==> src/hw/rtl/gtm_pkg.sv <==
package gtm_pkg;

	// Parameter defaults
	localparam int SAMPLE_WIDTH_DEF   = 16;
	localparam int COEF_FRAC_BITS_DEF = 16;
	localparam int STATE_WIDTH_DEF    = 48;

	// Fixed field widths
	localparam int COEF_W    = 18;
	localparam int MAG_W     = 50;
	localparam int CFG_IDX_W = 2;

	// Limb arithmetic: operands are split into 24-bit limbs, three limbs
	// cover the widest state (64 bits) and the magnitude operands (50 bits)
	localparam int LIMB_W    = 24;
	localparam int NUM_LIMBS = 3;
	localparam int WIDE_W    = NUM_LIMBS * LIMB_W;
	localparam int IDX_W     = 2;
	localparam int POS_W     = 3;
	localparam int MUL_W     = LIMB_W + 1;
	localparam int PROD_W    = 2 * MUL_W;

	// Accumulator holds c*s1 and I^2+Q^2; its width is an even bit count
	// so the square root takes two bits per step
	localparam int ACC_W  = 2 * (MAG_W + 1);
	localparam int REM_W  = MAG_W + 4;
	localparam int STEP_W = 6;

	// Register reset values and indexes
	localparam logic [COEF_W-1:0] COS_RESET = 18'h10000;
	localparam logic [COEF_W-1:0] SIN_RESET = 18'h00000;
	localparam logic [CFG_IDX_W-1:0] CFG_COS = 2'd0;
	localparam logic [CFG_IDX_W-1:0] CFG_SIN = 2'd1;

	typedef enum logic [2:0] {
		DP_NOP,
		DP_LOAD,
		DP_MAC,
		DP_REC,
		DP_IVAL,
		DP_QVAL,
		DP_SQRT,
		DP_OUT
	} dp_op_t;

	typedef enum logic [1:0] {
		MS_COS,
		MS_SIN,
		MS_SQ_I,
		MS_SQ_Q
	} mul_sel_t;

	typedef struct packed {
		dp_op_t           op;
		mul_sel_t         msel;
		logic [IDX_W-1:0] ia;
		logic [IDX_W-1:0] ib;
		logic             first;
	} dp_cmd_t;

	typedef struct packed {
		logic big;
	} dp_sts_t;

	typedef enum logic [3:0] {
		ST_IDLE,
		ST_REC_MAC,
		ST_REC_DRAIN,
		ST_REC_DONE,
		ST_I_MAC,
		ST_I_DRAIN,
		ST_I_DONE,
		ST_Q_MAC,
		ST_Q_DRAIN,
		ST_Q_DONE,
		ST_SQ_MAC,
		ST_SQ_DRAIN,
		ST_SQRT,
		ST_OUT
	} ctl_state_t;

endpackage

==> src/hw/rtl/gtm_ctrl.sv <==
module gtm_ctrl (
	input  logic              clk,
	input  logic              arst_n,
	input  logic              in_valid,
	output logic              in_ready,
	input  logic              last,
	output logic              out_valid,
	input  logic              out_ready,
	input  gtm_pkg::dp_sts_t  sts,
	output gtm_pkg::dp_cmd_t  cmd
);

	localparam logic [gtm_pkg::IDX_W-1:0] LIMB_LAST =
		gtm_pkg::IDX_W'(gtm_pkg::NUM_LIMBS - 1);
	localparam logic [gtm_pkg::STEP_W-1:0] STEP_LAST =
		gtm_pkg::STEP_W'(gtm_pkg::MAG_W);

	gtm_pkg::ctl_state_t state_q, state_d;
	logic [gtm_pkg::IDX_W-1:0]  ia_q, ia_d, ib_q, ib_d;
	logic                       sq_q, sq_d;
	logic [gtm_pkg::STEP_W-1:0] step_q, step_d;
	logic                       last_q, last_d;
	logic                       out_valid_q, out_valid_d;
	logic                       ia_last, ib_last;

	assign ia_last   = (ia_q == LIMB_LAST);
	assign ib_last   = (ib_q == LIMB_LAST);
	assign out_valid = out_valid_q;

	// State and counters
	always_ff @(posedge clk or negedge arst_n) begin
		if (!arst_n) begin
			state_q     <= gtm_pkg::ST_IDLE;
			ia_q        <= '0;
			ib_q        <= '0;
			sq_q        <= 1'b0;
			step_q      <= '0;
			last_q      <= 1'b0;
			out_valid_q <= 1'b0;
		end else begin
			state_q     <= state_d;
			ia_q        <= ia_d;
			ib_q        <= ib_d;
			sq_q        <= sq_d;
			step_q      <= step_d;
			last_q      <= last_d;
			out_valid_q <= out_valid_d;
		end
	end

	// Next state and datapath commands
	always_comb begin
		state_d     = state_q;
		ia_d        = ia_q;
		ib_d        = ib_q;
		sq_d        = sq_q;
		step_d      = step_q;
		last_d      = last_q;
		out_valid_d = out_valid_q & ~out_ready;
		in_ready    = 1'b0;
		cmd.op      = gtm_pkg::DP_NOP;
		cmd.msel    = gtm_pkg::MS_COS;
		cmd.ia      = ia_q;
		cmd.ib      = ib_q;
		cmd.first   = 1'b0;

		case (state_q)
			gtm_pkg::ST_IDLE: begin
				in_ready = 1'b1;
				if (in_valid) begin
					cmd.op  = gtm_pkg::DP_LOAD;
					last_d  = last;
					ia_d    = '0;
					ib_d    = '0;
					state_d = gtm_pkg::ST_REC_MAC;
				end
			end
			// c * s1 for the recurrence and I, sn * s1 for Q, one limb of s1 per cycle
			gtm_pkg::ST_REC_MAC, gtm_pkg::ST_I_MAC, gtm_pkg::ST_Q_MAC: begin
				cmd.op    = gtm_pkg::DP_MAC;
				cmd.msel  = (state_q == gtm_pkg::ST_Q_MAC) ? gtm_pkg::MS_SIN : gtm_pkg::MS_COS;
				cmd.first = (ib_q == '0);
				ib_d      = ib_q + 1'b1;
				if (ib_last) begin
					ib_d = '0;
					case (state_q)
						gtm_pkg::ST_REC_MAC: state_d = gtm_pkg::ST_REC_DRAIN;
						gtm_pkg::ST_I_MAC:   state_d = gtm_pkg::ST_I_DRAIN;
						default:             state_d = gtm_pkg::ST_Q_DRAIN;
					endcase
				end
			end
			gtm_pkg::ST_REC_DRAIN: begin
				state_d = gtm_pkg::ST_REC_DONE;
			end
			gtm_pkg::ST_REC_DONE: begin
				cmd.op  = gtm_pkg::DP_REC;
				state_d = last_q ? gtm_pkg::ST_I_MAC : gtm_pkg::ST_IDLE;
			end
			gtm_pkg::ST_I_DRAIN: begin
				state_d = gtm_pkg::ST_I_DONE;
			end
			gtm_pkg::ST_I_DONE: begin
				cmd.op  = gtm_pkg::DP_IVAL;
				state_d = gtm_pkg::ST_Q_MAC;
			end
			gtm_pkg::ST_Q_DRAIN: begin
				state_d = gtm_pkg::ST_Q_DONE;
			end
			gtm_pkg::ST_Q_DONE: begin
				cmd.op  = gtm_pkg::DP_QVAL;
				ia_d    = '0;
				ib_d    = '0;
				sq_d    = 1'b0;
				state_d = gtm_pkg::ST_SQ_MAC;
			end
			// I^2 then Q^2, all limb pairs; skipped when a term is out of range
			gtm_pkg::ST_SQ_MAC: begin
				if (sts.big) begin
					state_d = gtm_pkg::ST_OUT;
				end else begin
					cmd.op    = gtm_pkg::DP_MAC;
					cmd.msel  = sq_q ? gtm_pkg::MS_SQ_Q : gtm_pkg::MS_SQ_I;
					cmd.first = ~sq_q & (ia_q == '0) & (ib_q == '0);
					ib_d      = ib_q + 1'b1;
					if (ib_last) begin
						ib_d = '0;
						ia_d = ia_q + 1'b1;
						if (ia_last) begin
							ia_d = '0;
							sq_d = 1'b1;
							if (sq_q) begin
								state_d = gtm_pkg::ST_SQ_DRAIN;
							end
						end
					end
				end
			end
			gtm_pkg::ST_SQ_DRAIN: begin
				step_d  = '0;
				state_d = gtm_pkg::ST_SQRT;
			end
			gtm_pkg::ST_SQRT: begin
				cmd.op = gtm_pkg::DP_SQRT;
				step_d = step_q + 1'b1;
				if (step_q == STEP_LAST) begin
					state_d = gtm_pkg::ST_OUT;
				end
			end
			gtm_pkg::ST_OUT: begin
				if (!out_valid_q || out_ready) begin
					cmd.op      = gtm_pkg::DP_OUT;
					out_valid_d = 1'b1;
					state_d     = gtm_pkg::ST_IDLE;
				end
			end
			default: begin
				state_d = gtm_pkg::ST_IDLE;
			end
		endcase
	end

endmodule

==> src/hw/rtl/gtm_datapath.sv <==
module gtm_datapath #(
	parameter int SAMPLE_WIDTH   = gtm_pkg::SAMPLE_WIDTH_DEF,
	parameter int COEF_FRAC_BITS = gtm_pkg::COEF_FRAC_BITS_DEF,
	parameter int STATE_WIDTH    = gtm_pkg::STATE_WIDTH_DEF
) (
	input  logic                              clk,
	input  logic                              arst_n,
	input  gtm_pkg::dp_cmd_t                  cmd,
	output gtm_pkg::dp_sts_t                  sts,
	input  logic signed [SAMPLE_WIDTH-1:0]    sample,
	input  logic                              cfg_we,
	input  logic [gtm_pkg::CFG_IDX_W-1:0]     cfg_index,
	input  logic [gtm_pkg::COEF_W-1:0]        cfg_data,
	output logic [gtm_pkg::MAG_W-1:0]         magnitude,
	output logic                              saturated
);

	localparam int COEF_W = gtm_pkg::COEF_W;
	localparam int MAG_W  = gtm_pkg::MAG_W;
	localparam int LIMB_W = gtm_pkg::LIMB_W;
	localparam int WIDE_W = gtm_pkg::WIDE_W;
	localparam int IDX_W  = gtm_pkg::IDX_W;
	localparam int POS_W  = gtm_pkg::POS_W;
	localparam int MUL_W  = gtm_pkg::MUL_W;
	localparam int PROD_W = gtm_pkg::PROD_W;
	localparam int ACC_W  = gtm_pkg::ACC_W;
	localparam int REM_W  = gtm_pkg::REM_W;
	localparam int SUM_W  = ACC_W + 1;

	// Pick one 24-bit limb of a 72-bit operand
	function automatic logic [LIMB_W-1:0] limb_of(input logic [WIDE_W-1:0] v,
		input logic [IDX_W-1:0] idx);
		logic [LIMB_W-1:0] r;
		case (idx)
			2'd0:    r = v[LIMB_W-1:0];
			2'd1:    r = v[2*LIMB_W-1:LIMB_W];
			2'd2:    r = v[3*LIMB_W-1:2*LIMB_W];
			default: r = '0;
		endcase
		return r;
	endfunction

	// Place a partial product at its limb position
	function automatic logic signed [ACC_W-1:0] limb_shift(input logic signed [ACC_W-1:0] v,
		input logic [POS_W-1:0] pos);
		logic signed [ACC_W-1:0] r;
		case (pos)
			3'd0:    r = v;
			3'd1:    r = v <<< LIMB_W;
			3'd2:    r = v <<< (2 * LIMB_W);
			3'd3:    r = v <<< (3 * LIMB_W);
			3'd4:    r = v <<< (4 * LIMB_W);
			default: r = '0;
		endcase
		return r;
	endfunction

	logic signed [COEF_W-1:0]       cos_q, sin_q;
	logic signed [SAMPLE_WIDTH-1:0] x_q;
	logic signed [STATE_WIDTH-1:0]  s1_q, s2_q;
	logic                           ovf_q;
	logic signed [ACC_W-1:0]        acc_q;
	logic [MAG_W-1:0]               ai_q, aq_q;
	logic                           big_q;
	logic [MAG_W:0]                 root_q;
	logic [REM_W-1:0]               rem_q;
	logic [MAG_W-1:0]               mag_q;
	logic                           sat_q;

	logic signed [PROD_W-1:0]       prod_s1;
	logic [POS_W-1:0]               pos_s1;
	logic                           first_s1;
	logic                           mac_s1;

	logic [WIDE_W-1:0]              s1_wide, ai_wide, aq_wide;
	logic [LIMB_W-1:0]              s1_limb, sq_limb_a, sq_limb_b;
	logic                           s1_top;
	logic signed [MUL_W-1:0]        op_a, op_b;
	logic signed [ACC_W-1:0]        acc_base, acc_mac, acc_rec, acc_frac;
	logic signed [SUM_W-1:0]        rec_sum, iq_sub, iq_val;
	logic [SUM_W-1:0]               iq_abs;
	logic                           rec_fits, iq_big;
	logic [STATE_WIDTH-1:0]         rec_sat, s_next;
	logic [REM_W-1:0]               rem_n, trial;
	logic                           rem_ge;
	logic                           out_clamp;

	assign sts.big   = big_q;
	assign magnitude = mag_q;
	assign saturated = sat_q;

	// Multiplier operand select
	assign s1_wide = WIDE_W'(s1_q);
	assign ai_wide = WIDE_W'(ai_q);
	assign aq_wide = WIDE_W'(aq_q);
	assign s1_limb = limb_of(s1_wide, cmd.ib);
	assign s1_top  = (cmd.ib == IDX_W'(gtm_pkg::NUM_LIMBS - 1));

	always_comb begin
		sq_limb_a = '0;
		sq_limb_b = '0;
		case (cmd.msel)
			gtm_pkg::MS_COS: begin
				op_a = MUL_W'(cos_q);
				op_b = {s1_top & s1_limb[LIMB_W-1], s1_limb};
			end
			gtm_pkg::MS_SIN: begin
				op_a = MUL_W'(sin_q);
				op_b = {s1_top & s1_limb[LIMB_W-1], s1_limb};
			end
			gtm_pkg::MS_SQ_I: begin
				sq_limb_a = limb_of(ai_wide, cmd.ia);
				sq_limb_b = limb_of(ai_wide, cmd.ib);
				op_a      = {1'b0, sq_limb_a};
				op_b      = {1'b0, sq_limb_b};
			end
			gtm_pkg::MS_SQ_Q: begin
				sq_limb_a = limb_of(aq_wide, cmd.ia);
				sq_limb_b = limb_of(aq_wide, cmd.ib);
				op_a      = {1'b0, sq_limb_a};
				op_b      = {1'b0, sq_limb_b};
			end
			default: begin
				op_a = '0;
				op_b = '0;
			end
		endcase
	end

	// Accumulate the registered partial product
	assign acc_base = first_s1 ? '0 : acc_q;
	assign acc_mac  = acc_base + limb_shift(ACC_W'(prod_s1), pos_s1);

	// Recurrence: s = x + floor(2c*s1) - s2, saturated to the state width
	assign acc_rec  = acc_q >>> (COEF_FRAC_BITS - 1);
	assign rec_sum  = SUM_W'(acc_rec) + SUM_W'(x_q) - SUM_W'(s2_q);
	assign rec_fits = (&rec_sum[SUM_W-1:STATE_WIDTH-1]) | ~(|rec_sum[SUM_W-1:STATE_WIDTH-1]);
	assign rec_sat  = rec_sum[SUM_W-1] ? {1'b1, {(STATE_WIDTH-1){1'b0}}}
	                                   : {1'b0, {(STATE_WIDTH-1){1'b1}}};
	assign s_next   = rec_fits ? rec_sum[STATE_WIDTH-1:0] : rec_sat;

	// I = floor(c*s1) - s2, Q = floor(sn*s1), then absolute value and range check
	assign acc_frac = acc_q >>> COEF_FRAC_BITS;
	assign iq_sub   = (cmd.op == gtm_pkg::DP_IVAL) ? SUM_W'(s2_q) : SUM_W'(0);
	assign iq_val   = SUM_W'(acc_frac) - iq_sub;
	assign iq_abs   = iq_val[SUM_W-1] ? SUM_W'(-iq_val) : iq_val;
	assign iq_big   = |iq_abs[SUM_W-1:MAG_W];

	// Square root, two radicand bits per step
	assign rem_n  = {rem_q[REM_W-3:0], acc_q[ACC_W-1:ACC_W-2]};
	assign trial  = {1'b0, root_q, 2'b01};
	assign rem_ge = (rem_n >= trial);

	assign out_clamp = big_q | root_q[MAG_W];

	// Coefficients, recurrence state and pipeline control
	always_ff @(posedge clk or negedge arst_n) begin
		if (!arst_n) begin
			cos_q  <= gtm_pkg::COS_RESET;
			sin_q  <= gtm_pkg::SIN_RESET;
			s1_q   <= '0;
			s2_q   <= '0;
			ovf_q  <= 1'b0;
			mac_s1 <= 1'b0;
		end else begin
			if (cfg_we) begin
				case (cfg_index)
					gtm_pkg::CFG_COS: cos_q <= cfg_data;
					gtm_pkg::CFG_SIN: sin_q <= cfg_data;
					default: ;
				endcase
			end
			mac_s1 <= (cmd.op == gtm_pkg::DP_MAC);
			case (cmd.op)
				gtm_pkg::DP_REC: begin
					s2_q  <= s1_q;
					s1_q  <= s_next;
					ovf_q <= ovf_q | ~rec_fits;
				end
				gtm_pkg::DP_OUT: begin
					s1_q  <= '0;
					s2_q  <= '0;
					ovf_q <= 1'b0;
				end
				default: ;
			endcase
		end
	end

	// Payload registers
	always_ff @(posedge clk) begin
		prod_s1  <= op_a * op_b;
		pos_s1   <= POS_W'(cmd.ia) + POS_W'(cmd.ib);
		first_s1 <= cmd.first;
		if (mac_s1) begin
			acc_q <= acc_mac;
		end else if (cmd.op == gtm_pkg::DP_SQRT) begin
			acc_q <= acc_q <<< 2;
		end
		case (cmd.op)
			gtm_pkg::DP_LOAD: begin
				x_q <= sample;
			end
			gtm_pkg::DP_IVAL: begin
				ai_q   <= iq_abs[MAG_W-1:0];
				big_q  <= iq_big;
				root_q <= '0;
				rem_q  <= '0;
			end
			gtm_pkg::DP_QVAL: begin
				aq_q  <= iq_abs[MAG_W-1:0];
				big_q <= big_q | iq_big;
			end
			gtm_pkg::DP_SQRT: begin
				rem_q  <= rem_ge ? (rem_n - trial) : rem_n;
				root_q <= {root_q[MAG_W-1:0], rem_ge};
			end
			gtm_pkg::DP_OUT: begin
				mag_q <= out_clamp ? '1 : root_q[MAG_W-1:0];
				sat_q <= ovf_q | out_clamp;
			end
			default: ;
		endcase
	end

endmodule

==> src/hw/rtl/goertzel_tone_magnitude.sv <==
// Channel   Handshake              Payload
// --------  ---------------------  -----------------------------------------
// in        in_valid / in_ready    sample[SAMPLE_WIDTH], last
// out       out_valid / out_ready  magnitude[50], saturated
// cfg       cfg_valid / cfg_ready  cfg_index[2] (0 cos, 1 sin), cfg_data[18]
//
// A sample takes three 25x25 limb products of coef*state through the
// single shared multiplier, one accumulate step, one state update.
// A last sample takes the recurrence, I and Q (3 products each),
// 18 limb products for I^2+Q^2 and 51 square-root steps, one bit each.
// Out-of-range I or Q skips the squares and root.
// Reset clears the state and sets cos to 1.0, sin to 0; cfg_ready is always high.
// A waiting result holds only the final output step; samples keep flowing.
module goertzel_tone_magnitude #(
	parameter int SAMPLE_WIDTH   = gtm_pkg::SAMPLE_WIDTH_DEF,
	parameter int COEF_FRAC_BITS = gtm_pkg::COEF_FRAC_BITS_DEF,
	parameter int STATE_WIDTH    = gtm_pkg::STATE_WIDTH_DEF
) (
	input  logic                           clk,
	input  logic                           arst_n,
	input  logic                           in_valid,
	output logic                           in_ready,
	input  logic signed [SAMPLE_WIDTH-1:0] sample,
	input  logic                           last,
	output logic                           out_valid,
	input  logic                           out_ready,
	output logic [gtm_pkg::MAG_W-1:0]      magnitude,
	output logic                           saturated,
	input  logic                           cfg_valid,
	output logic                           cfg_ready,
	input  logic [gtm_pkg::CFG_IDX_W-1:0]  cfg_index,
	input  logic [gtm_pkg::COEF_W-1:0]     cfg_data
);

	gtm_pkg::dp_cmd_t cmd;
	gtm_pkg::dp_sts_t sts;

	assign cfg_ready = 1'b1;

	// Sequencer
	gtm_ctrl u_ctrl (
		.clk       (clk),
		.arst_n    (arst_n),
		.in_valid  (in_valid),
		.in_ready  (in_ready),
		.last      (last),
		.out_valid (out_valid),
		.out_ready (out_ready),
		.sts       (sts),
		.cmd       (cmd)
	);

	// Arithmetic and state
	gtm_datapath #(
		.SAMPLE_WIDTH   (SAMPLE_WIDTH),
		.COEF_FRAC_BITS (COEF_FRAC_BITS),
		.STATE_WIDTH    (STATE_WIDTH)
	) u_datapath (
		.clk       (clk),
		.arst_n    (arst_n),
		.cmd       (cmd),
		.sts       (sts),
		.sample    (sample),
		.cfg_we    (cfg_valid),
		.cfg_index (cfg_index),
		.cfg_data  (cfg_data),
		.magnitude (magnitude),
		.saturated (saturated)
	);

	// An accepted item keeps the block busy for at least the next cycle
	a_busy_after_accept: assert property (@(posedge clk) disable iff (!arst_n)
		(in_valid && in_ready) |=> !in_ready)
		else $error("input accepted back to back");

	// The output step always presents a result
	a_out_after_load: assert property (@(posedge clk) disable iff (!arst_n)
		(cmd.op == gtm_pkg::DP_OUT) |=> out_valid)
		else $error("result not presented after output step");

	// A result appears only from the output step
	a_out_from_load: assert property (@(posedge clk) disable iff (!arst_n)
		$rose(out_valid) |-> $past(cmd.op == gtm_pkg::DP_OUT))
		else $error("result appeared without output step");

endmodule
==> config.mk <==
export PLATFORM = sky130hd
export DESIGN_NAME = goertzel_tone_magnitude
export DESIGN_NICKNAME = d
export VERILOG_FILES = /design/src/hw/rtl/gtm_pkg.sv /design/src/hw/rtl/gtm_ctrl.sv /design/src/hw/rtl/gtm_datapath.sv /design/src/hw/rtl/goertzel_tone_magnitude.sv
export SDC_FILE = /design/constraint.sdc
export NUM_CORES = 2
export LEC_CHECK = 0
export ABC_CLOCK_PERIOD_IN_PS = 16100
export BUFFER_PORTS_ARGS = -buffer_cell sky130_fd_sc_hd__buf_2
export CAP_MARGIN = 25
export CORE_ASPECT_RATIO = 0.75
export CORE_MARGIN = 5
export CORE_UTILIZATION = 25
export CTS_BUF_LIST = sky130_fd_sc_hd__clkbuf_8
export DETAILED_ROUTE_END_ITERATION = 10
export GPL_TIMING_DRIVEN = 0
export HOLD_SLACK_MARGIN = 0.1
export PLACE_DENSITY = 0.37
export SYNTH_ARGS = -nofsm -noshare
export SYNTH_HDL_FRONTEND = slang
export SYNTH_SLANG_ARGS = --single-unit
==> constraint.sdc <==
create_clock -name clk -period 16.1 [get_ports clk]
set_clock_uncertainty 0.15 [all_clocks]
set_input_delay 2.415 -clock clk [delete_from_list [all_inputs] [get_ports clk]]
set_output_delay 2.415 -clock clk [all_outputs]
set_load 0.01 [all_outputs]
After elaboration in Yosys (flattened, before gate mapping)
Index checks and enable logic that the tools add are counted. Widths: inputs -> output; s select.

Equality and inequality tests: 43. Mux-type cells: 58. Order comparisons: 1. Bitwise gates (word level): 13. Multipliers: 1. Reduce and logical (&&, ||, !) cells: 28. Add/subtract/negate cells: 10.

Operators by type and width (number): $pmux 102 s5 (1); $pmux 24 s3 (5); $mux 102 (3); $mux 103 (2); $pmux 48 s2 (2); $pmux 52 s2 (1); $neg 103->103 (1); $sub 86x103->103 (1); $add 102x102->102 (1); $pmux 51 s2 (1); $pmux 25 s4 (1); $mux 48 (2); $sub 88x48->89 (1); $add 87x16->88 (1); $pmux 25 s3 (1); $reduce_and 56->1 (1); $reduce_or 56->1 (1); $ge 54x53->1 (1); $reduce_or 53->1 (1); $mux 52 (1); $sub 52x52->52 (1); $mul 25x25->50 (1); $pmux 4 s12 (1); $mux 4 (9); 43 further kinds (113).

Input port bits: 42. Word-level logic and storage cells: 179. Register bits: 578.

Logic depth before layout (Yosys ltp)
Word-level depth: 12. Gate-level depth with buffers: 42. Depth with buffers taken out: 38.

Hierarchy
Synthesis repeated with hierarchy kept, for this count alone.

Cells, all modules: 8499. Area total of the unflattened synthesis: 73840.8 sq um.

Modules (own cells, without submodules): gtm_datapath (times used 1, area an instance 72578.4 sq um, cells each 8357); gtm_ctrl (times used 1, area an instance 1251.2 sq um, cells each 140); goertzel_tone_magnitude (times used 1, area an instance 11.3 sq um, cells each 2).

Worst setup path before layout
Ideal clock, no wire load.

Kind: reg2reg. Start: register u_ctrl.state_q[3]. End: register u_datapath.prod_s1[49]. Path buffers: 4. Library setup time: 0.072 ns. Cell stages (with the launch flop): 42. Slack: 6.462 ns. Arrival: 9.416 ns. Cell sequence: dfrtp_1 -> clkbuf_1 -> inv_1 -> nor2_1 -> nand2_1 -> or2_2 -> clkbuf_1 -> nor2_1 -> clkbuf_1 -> a21oi_1 -> o21ai_1 -> clkbuf_1 -> nand2_1 -> fa_1 -> inv_1 -> fa_1 -> inv_1 -> fa_1 -> (+6 left out) -> inv_1 -> ha_1 -> a21o_1 -> a21o_1 -> a21o_1 -> a21o_1 -> a21o_1 -> a21o_1 -> a21o_1 -> or3_1 -> o211ai_1 -> a31oi_1 -> o31ai_1 -> a21oi_1 -> a31oi_1 -> o21bai_1 -> a21oi_1 -> xnor2_1.

Longest elaborated chain between the ends: 7.

Ends and longest elaborated chain: start: declaration (line gtm_ctrl.sv:18) `gtm_pkg::ctl_state_t state_q, state_d;`; start signal: assignment (line gtm_ctrl.sv:33) `state_q <= gtm_pkg::ST_IDLE;`; start signal: assignment (line gtm_ctrl.sv:41) `state_q <= state_d;`; $eq 4x1->1, or another cell as far along (line gtm_ctrl.sv:67) `case (state_q)`; $reduce_or 3->1 / $mux 1 (equally long branches) (line gtm_ctrl.sv:67, gtm_ctrl.sv:81); $pmux 2 s2 (*) (line gtm_ctrl.sv:67); $eq 2x1->1 / $logic_not 2->1 (equally long branches) (line gtm_datapath.sv:102) `case (cmd.msel)`; $reduce_or 2->1 (no source line); $pmux 25 s3 (line gtm_datapath.sv:102); $mul 25x25->50 (*) (line gtm_datapath.sv:192) `prod_s1 <= op_a * op_b;`; end signal: assignment (line gtm_datapath.sv:192); end: declaration (line gtm_datapath.sv:70) `logic signed [PROD_W-1:0] prod_s1;`.

Mark *: on every way between the ends. The rest lies on a longest branch, timed or not. A chain may end at the register's enable or synchronous reset.

Worst setup path after layout
Start: register u_ctrl.state_q[3]. End: register u_datapath.prod_s1[48].

Same word-level chain as after synthesis.

==> impl_metrics.toml <==
[status]
status = "completed"

[final_layout]
final_cell_mix = "1,232 x inv_1, 940 x nand2_1, 840 x nor2_1"
syn_to_final_growth_pct = 12.3
fin_area_sq_um = 82700
final_nets = 10200
fillers = 31800
layout_commonest_cell = "inv_1"
drive_gt1_share_pct = 6.20
utilization_pct = 28.2

[yosys]
synthDominantCellAreaShare_pct = 20.3
yosys_warnings = 0
async_reset_ff_share_pct = 26.1
avgSynthCellArea_sq_um = 8.51
synth-edff-count = 373
ys.flop_type = "edfxtp_1"
syn_area_sq_um = 73600
ys_ff_latch = 578
synth_cell_type_count = 100
yosysTopAreaCell = "fa_1"
synthTopCellsByArea = "fa_1 20%, edfxtp_1 15%, ha_1 8.1%"
ys_seq_area_share_pct = 21.8
netlist_instances = 8656
synth_fp_nets = 9920

[cts]
cts_tree = "yes"
h-tree-depth = 3
clk_latency_ns = 0.82
cts.sinks = 578
cts_setup_buffers = 0
cts_buffers = 105
cts_resized = 0
path_clk_slew_ns = 0.06
cts-root-buf = "clkbuf_8"
cts_hold_buf = 0
clock_path_buffers = 3

[routing]
postRouteAntennaNets = 0
drtIter0Drc = 6410
drc = 0
wl_per_cell_um = 25.6
vias = 64900
totalWireLength_um = 331000
viasPerCell = 5.01
dr.pass1.iters = 6

[global_route]
grt_pass1_wl_um = 474000
grt_overflow = 0
busiest_layer = "met1"
antenna_found_initial = 47
use_met1_pct = 35.0
met3_usage_pct = 4.37
use_met2_pct = 27.4
grt_usage_pct = 21.2
grt_pass1_vias = 63200
grt_max_degree = 104

[hold_path]
holdCritPathClass = "flop to flop"
hold_depth = 1

[worst_setup_path]
r2r_setup_slack_ns = 3.47
critPathMaxFanout = 10
endpoint = "u_datapath.prod_s1[48]"
reg2reg_depth = 42
cpPeakStageDelay_ns = 0.84
cp_top_family = "adder cells"
crit_arrival_ns = 13.20
crit_required_ns = 16.67
path_buf_inv = 13
r2r_start = "u_ctrl.state_q[3]"
cpMostUsedCell = "inv_1"
cp-startpoint = "u_ctrl.state_q[3]"
cp-end-kind = "flop"
cp_slowest_cell = "clkbuf_1"
r2r-end = "u_datapath.prod_s1[48]"
critPathKind = "flop to flop"
cp-start-kind = "flop"
worst-path-stages = 42

[die]
die_h_um = 480
top_level_ports = 96
coreArea_sq_um = 293000
die_w_um = 637
start_util_pct = 25.1
die-area_sq_um = 306000
rows = 172

[place]
place_congestion = 0.940
placed_area_sq_um = 80300
portBuffers = 94
hpwl_um = 283000

[timing]
finalSetupViolations = 0
setup-tns-final_ns = 0
fin_crit_ns = 12.63
hold_viol = 0
max_freq_ghz = 0.0792
slew_headroom_pct = 18.6
rsz0062_at_grt = "false"
drv_slew = 0
tightestPinTransition_ns = 1.21
finalCritPeriodShare_pct = 78.5

[job]
max_cap_violations = 0
==> per-stage QoR <==
step	worst slack (ns)	hold slack (ns)	instances
after floorplan	6.46	0.304	8656
after global placement	2.11	0.325	12700
after detailed placement	3.16	0.340	12800
after CTS	3.11	0.355	13000
after global routing	2.79	0.370	13000
final	3.47	0.353	13000
==> final cells by class <==
type	count	area, sq um	share of cell area [%]
antenna	7	17.5	0.0212
buffer	405	1560	1.88
clock buffer	127	1750	2.11
clock inverter	68	538	0.651
inverter	1205	4530	5.47
multi-input combinational	6468	51700	62.5
sequential	578	16100	19.4
tap	3915	4900	5.93
timing repair buffer	191	1660	2.00
==> routing by layer <==
| metal | vias to the layer above | routed length [um] |
|---|---|---|
| met3 | 293 | 25900 |
| li1 | 29900 | - |
| met5 | - | 67 |
| met4 | 12 | 7170 |
| met2 | 2289 | 121000 |
| met1 | 32400 | 177000 |
==> sequential cells by signal, indices dropped and copies added (netlist names), 2 cells and up <==
register and cells:
u_ctrl.ib_q 2, u_ctrl.state_q 4, u_datapath.s2_q 48, u_datapath.aq_q 50
u_datapath.root_q 51, u_datapath.pos_s1 3, u_datapath.magnitude 50, u_ctrl.ia_q 2
u_datapath.rem_q 52, u_datapath.prod_s1 50, u_ctrl.step_q 6, u_datapath.ai_q 50
u_datapath.x_q 16, u_datapath.sin_q 18, u_datapath.s1_q 48, u_datapath.acc_q 102
u_datapath.cos_q 18
==> logic make-up after synthesis <==
group / count (synthesis) / synth area share (%)
simple gates: 2705 / 16.9
compound gates: 1946 / 17.1
buf+inv: 1610 / 8.24
fa+ha+maj: 1222 / 28.4
flops: 578 / 21.8
xor+xnor: 358 / 4.26
mux: 236 / 3.37
other cells: 1 / 0.00509
==> synthesized netlist by cell type, drive strengths merged (18+ instances only) <==
| cell type | count |
|---|---|
| a211oi | 46 |
| a21o | 253 |
| a21oi | 507 |
| a221o | 59 |
| a221oi | 18 |
| a22o | 29 |
| a31oi | 63 |
| and2 | 89 |
| and3 | 65 |
| buf | 44 |
| clkbuf | 361 |
| dfrtp | 150 |
| dfxtp | 54 |
| edfxtp | 373 |
| fa | 748 |
| ha | 474 |
| inv | 1205 |
| mux2 | 75 |
| mux2i | 159 |
| nand2 | 940 |
| nand2b | 86 |
| nand3 | 111 |
| nand4 | 106 |
| nor2 | 840 |
| nor2b | 92 |
| nor3 | 113 |
| nor4 | 43 |
| o211ai | 53 |
| o21a | 53 |
| o21ai | 508 |
| o21bai | 87 |
| o221ai | 23 |
| o31ai | 35 |
| or2 | 40 |
| or3 | 102 |
| xnor2 | 251 |
| xor2 | 107 |
==> worst reg2reg max path, delay by kind of cell, from the launching register on <==
kind	cells	cell delay, ns
XOR/XNOR	1	0.22
adder cells (fa/ha/maj)	8	4.08
AND/OR/NAND/NOR	6	1.18
flip-flops	1	0.32
buffers and inverters	13	2.58
AO/OA/AOI/OAI	14	4.02
==> how the worst min path moves through the flow <==
stage                          from                    to
6_report       u_datapath.cos_q[15]  u_datapath.cos_q[15]
5_1_grt        u_datapath.cos_q[15]  u_datapath.cos_q[15]
4_1_cts         u_datapath.cos_q[8]   u_datapath.cos_q[8]
3_5_place_dp    u_datapath.cos_q[8]   u_datapath.cos_q[8]
3_3_place_gp       u_ctrl.step_q[5]      u_ctrl.step_q[5]
2_1_floorplan      u_datapath.ovf_q      u_datapath.ovf_q
Power is left out: the tool's default activity adds up to more than one toggle a clock period on the data nets, which glitch-free logic cannot reach.
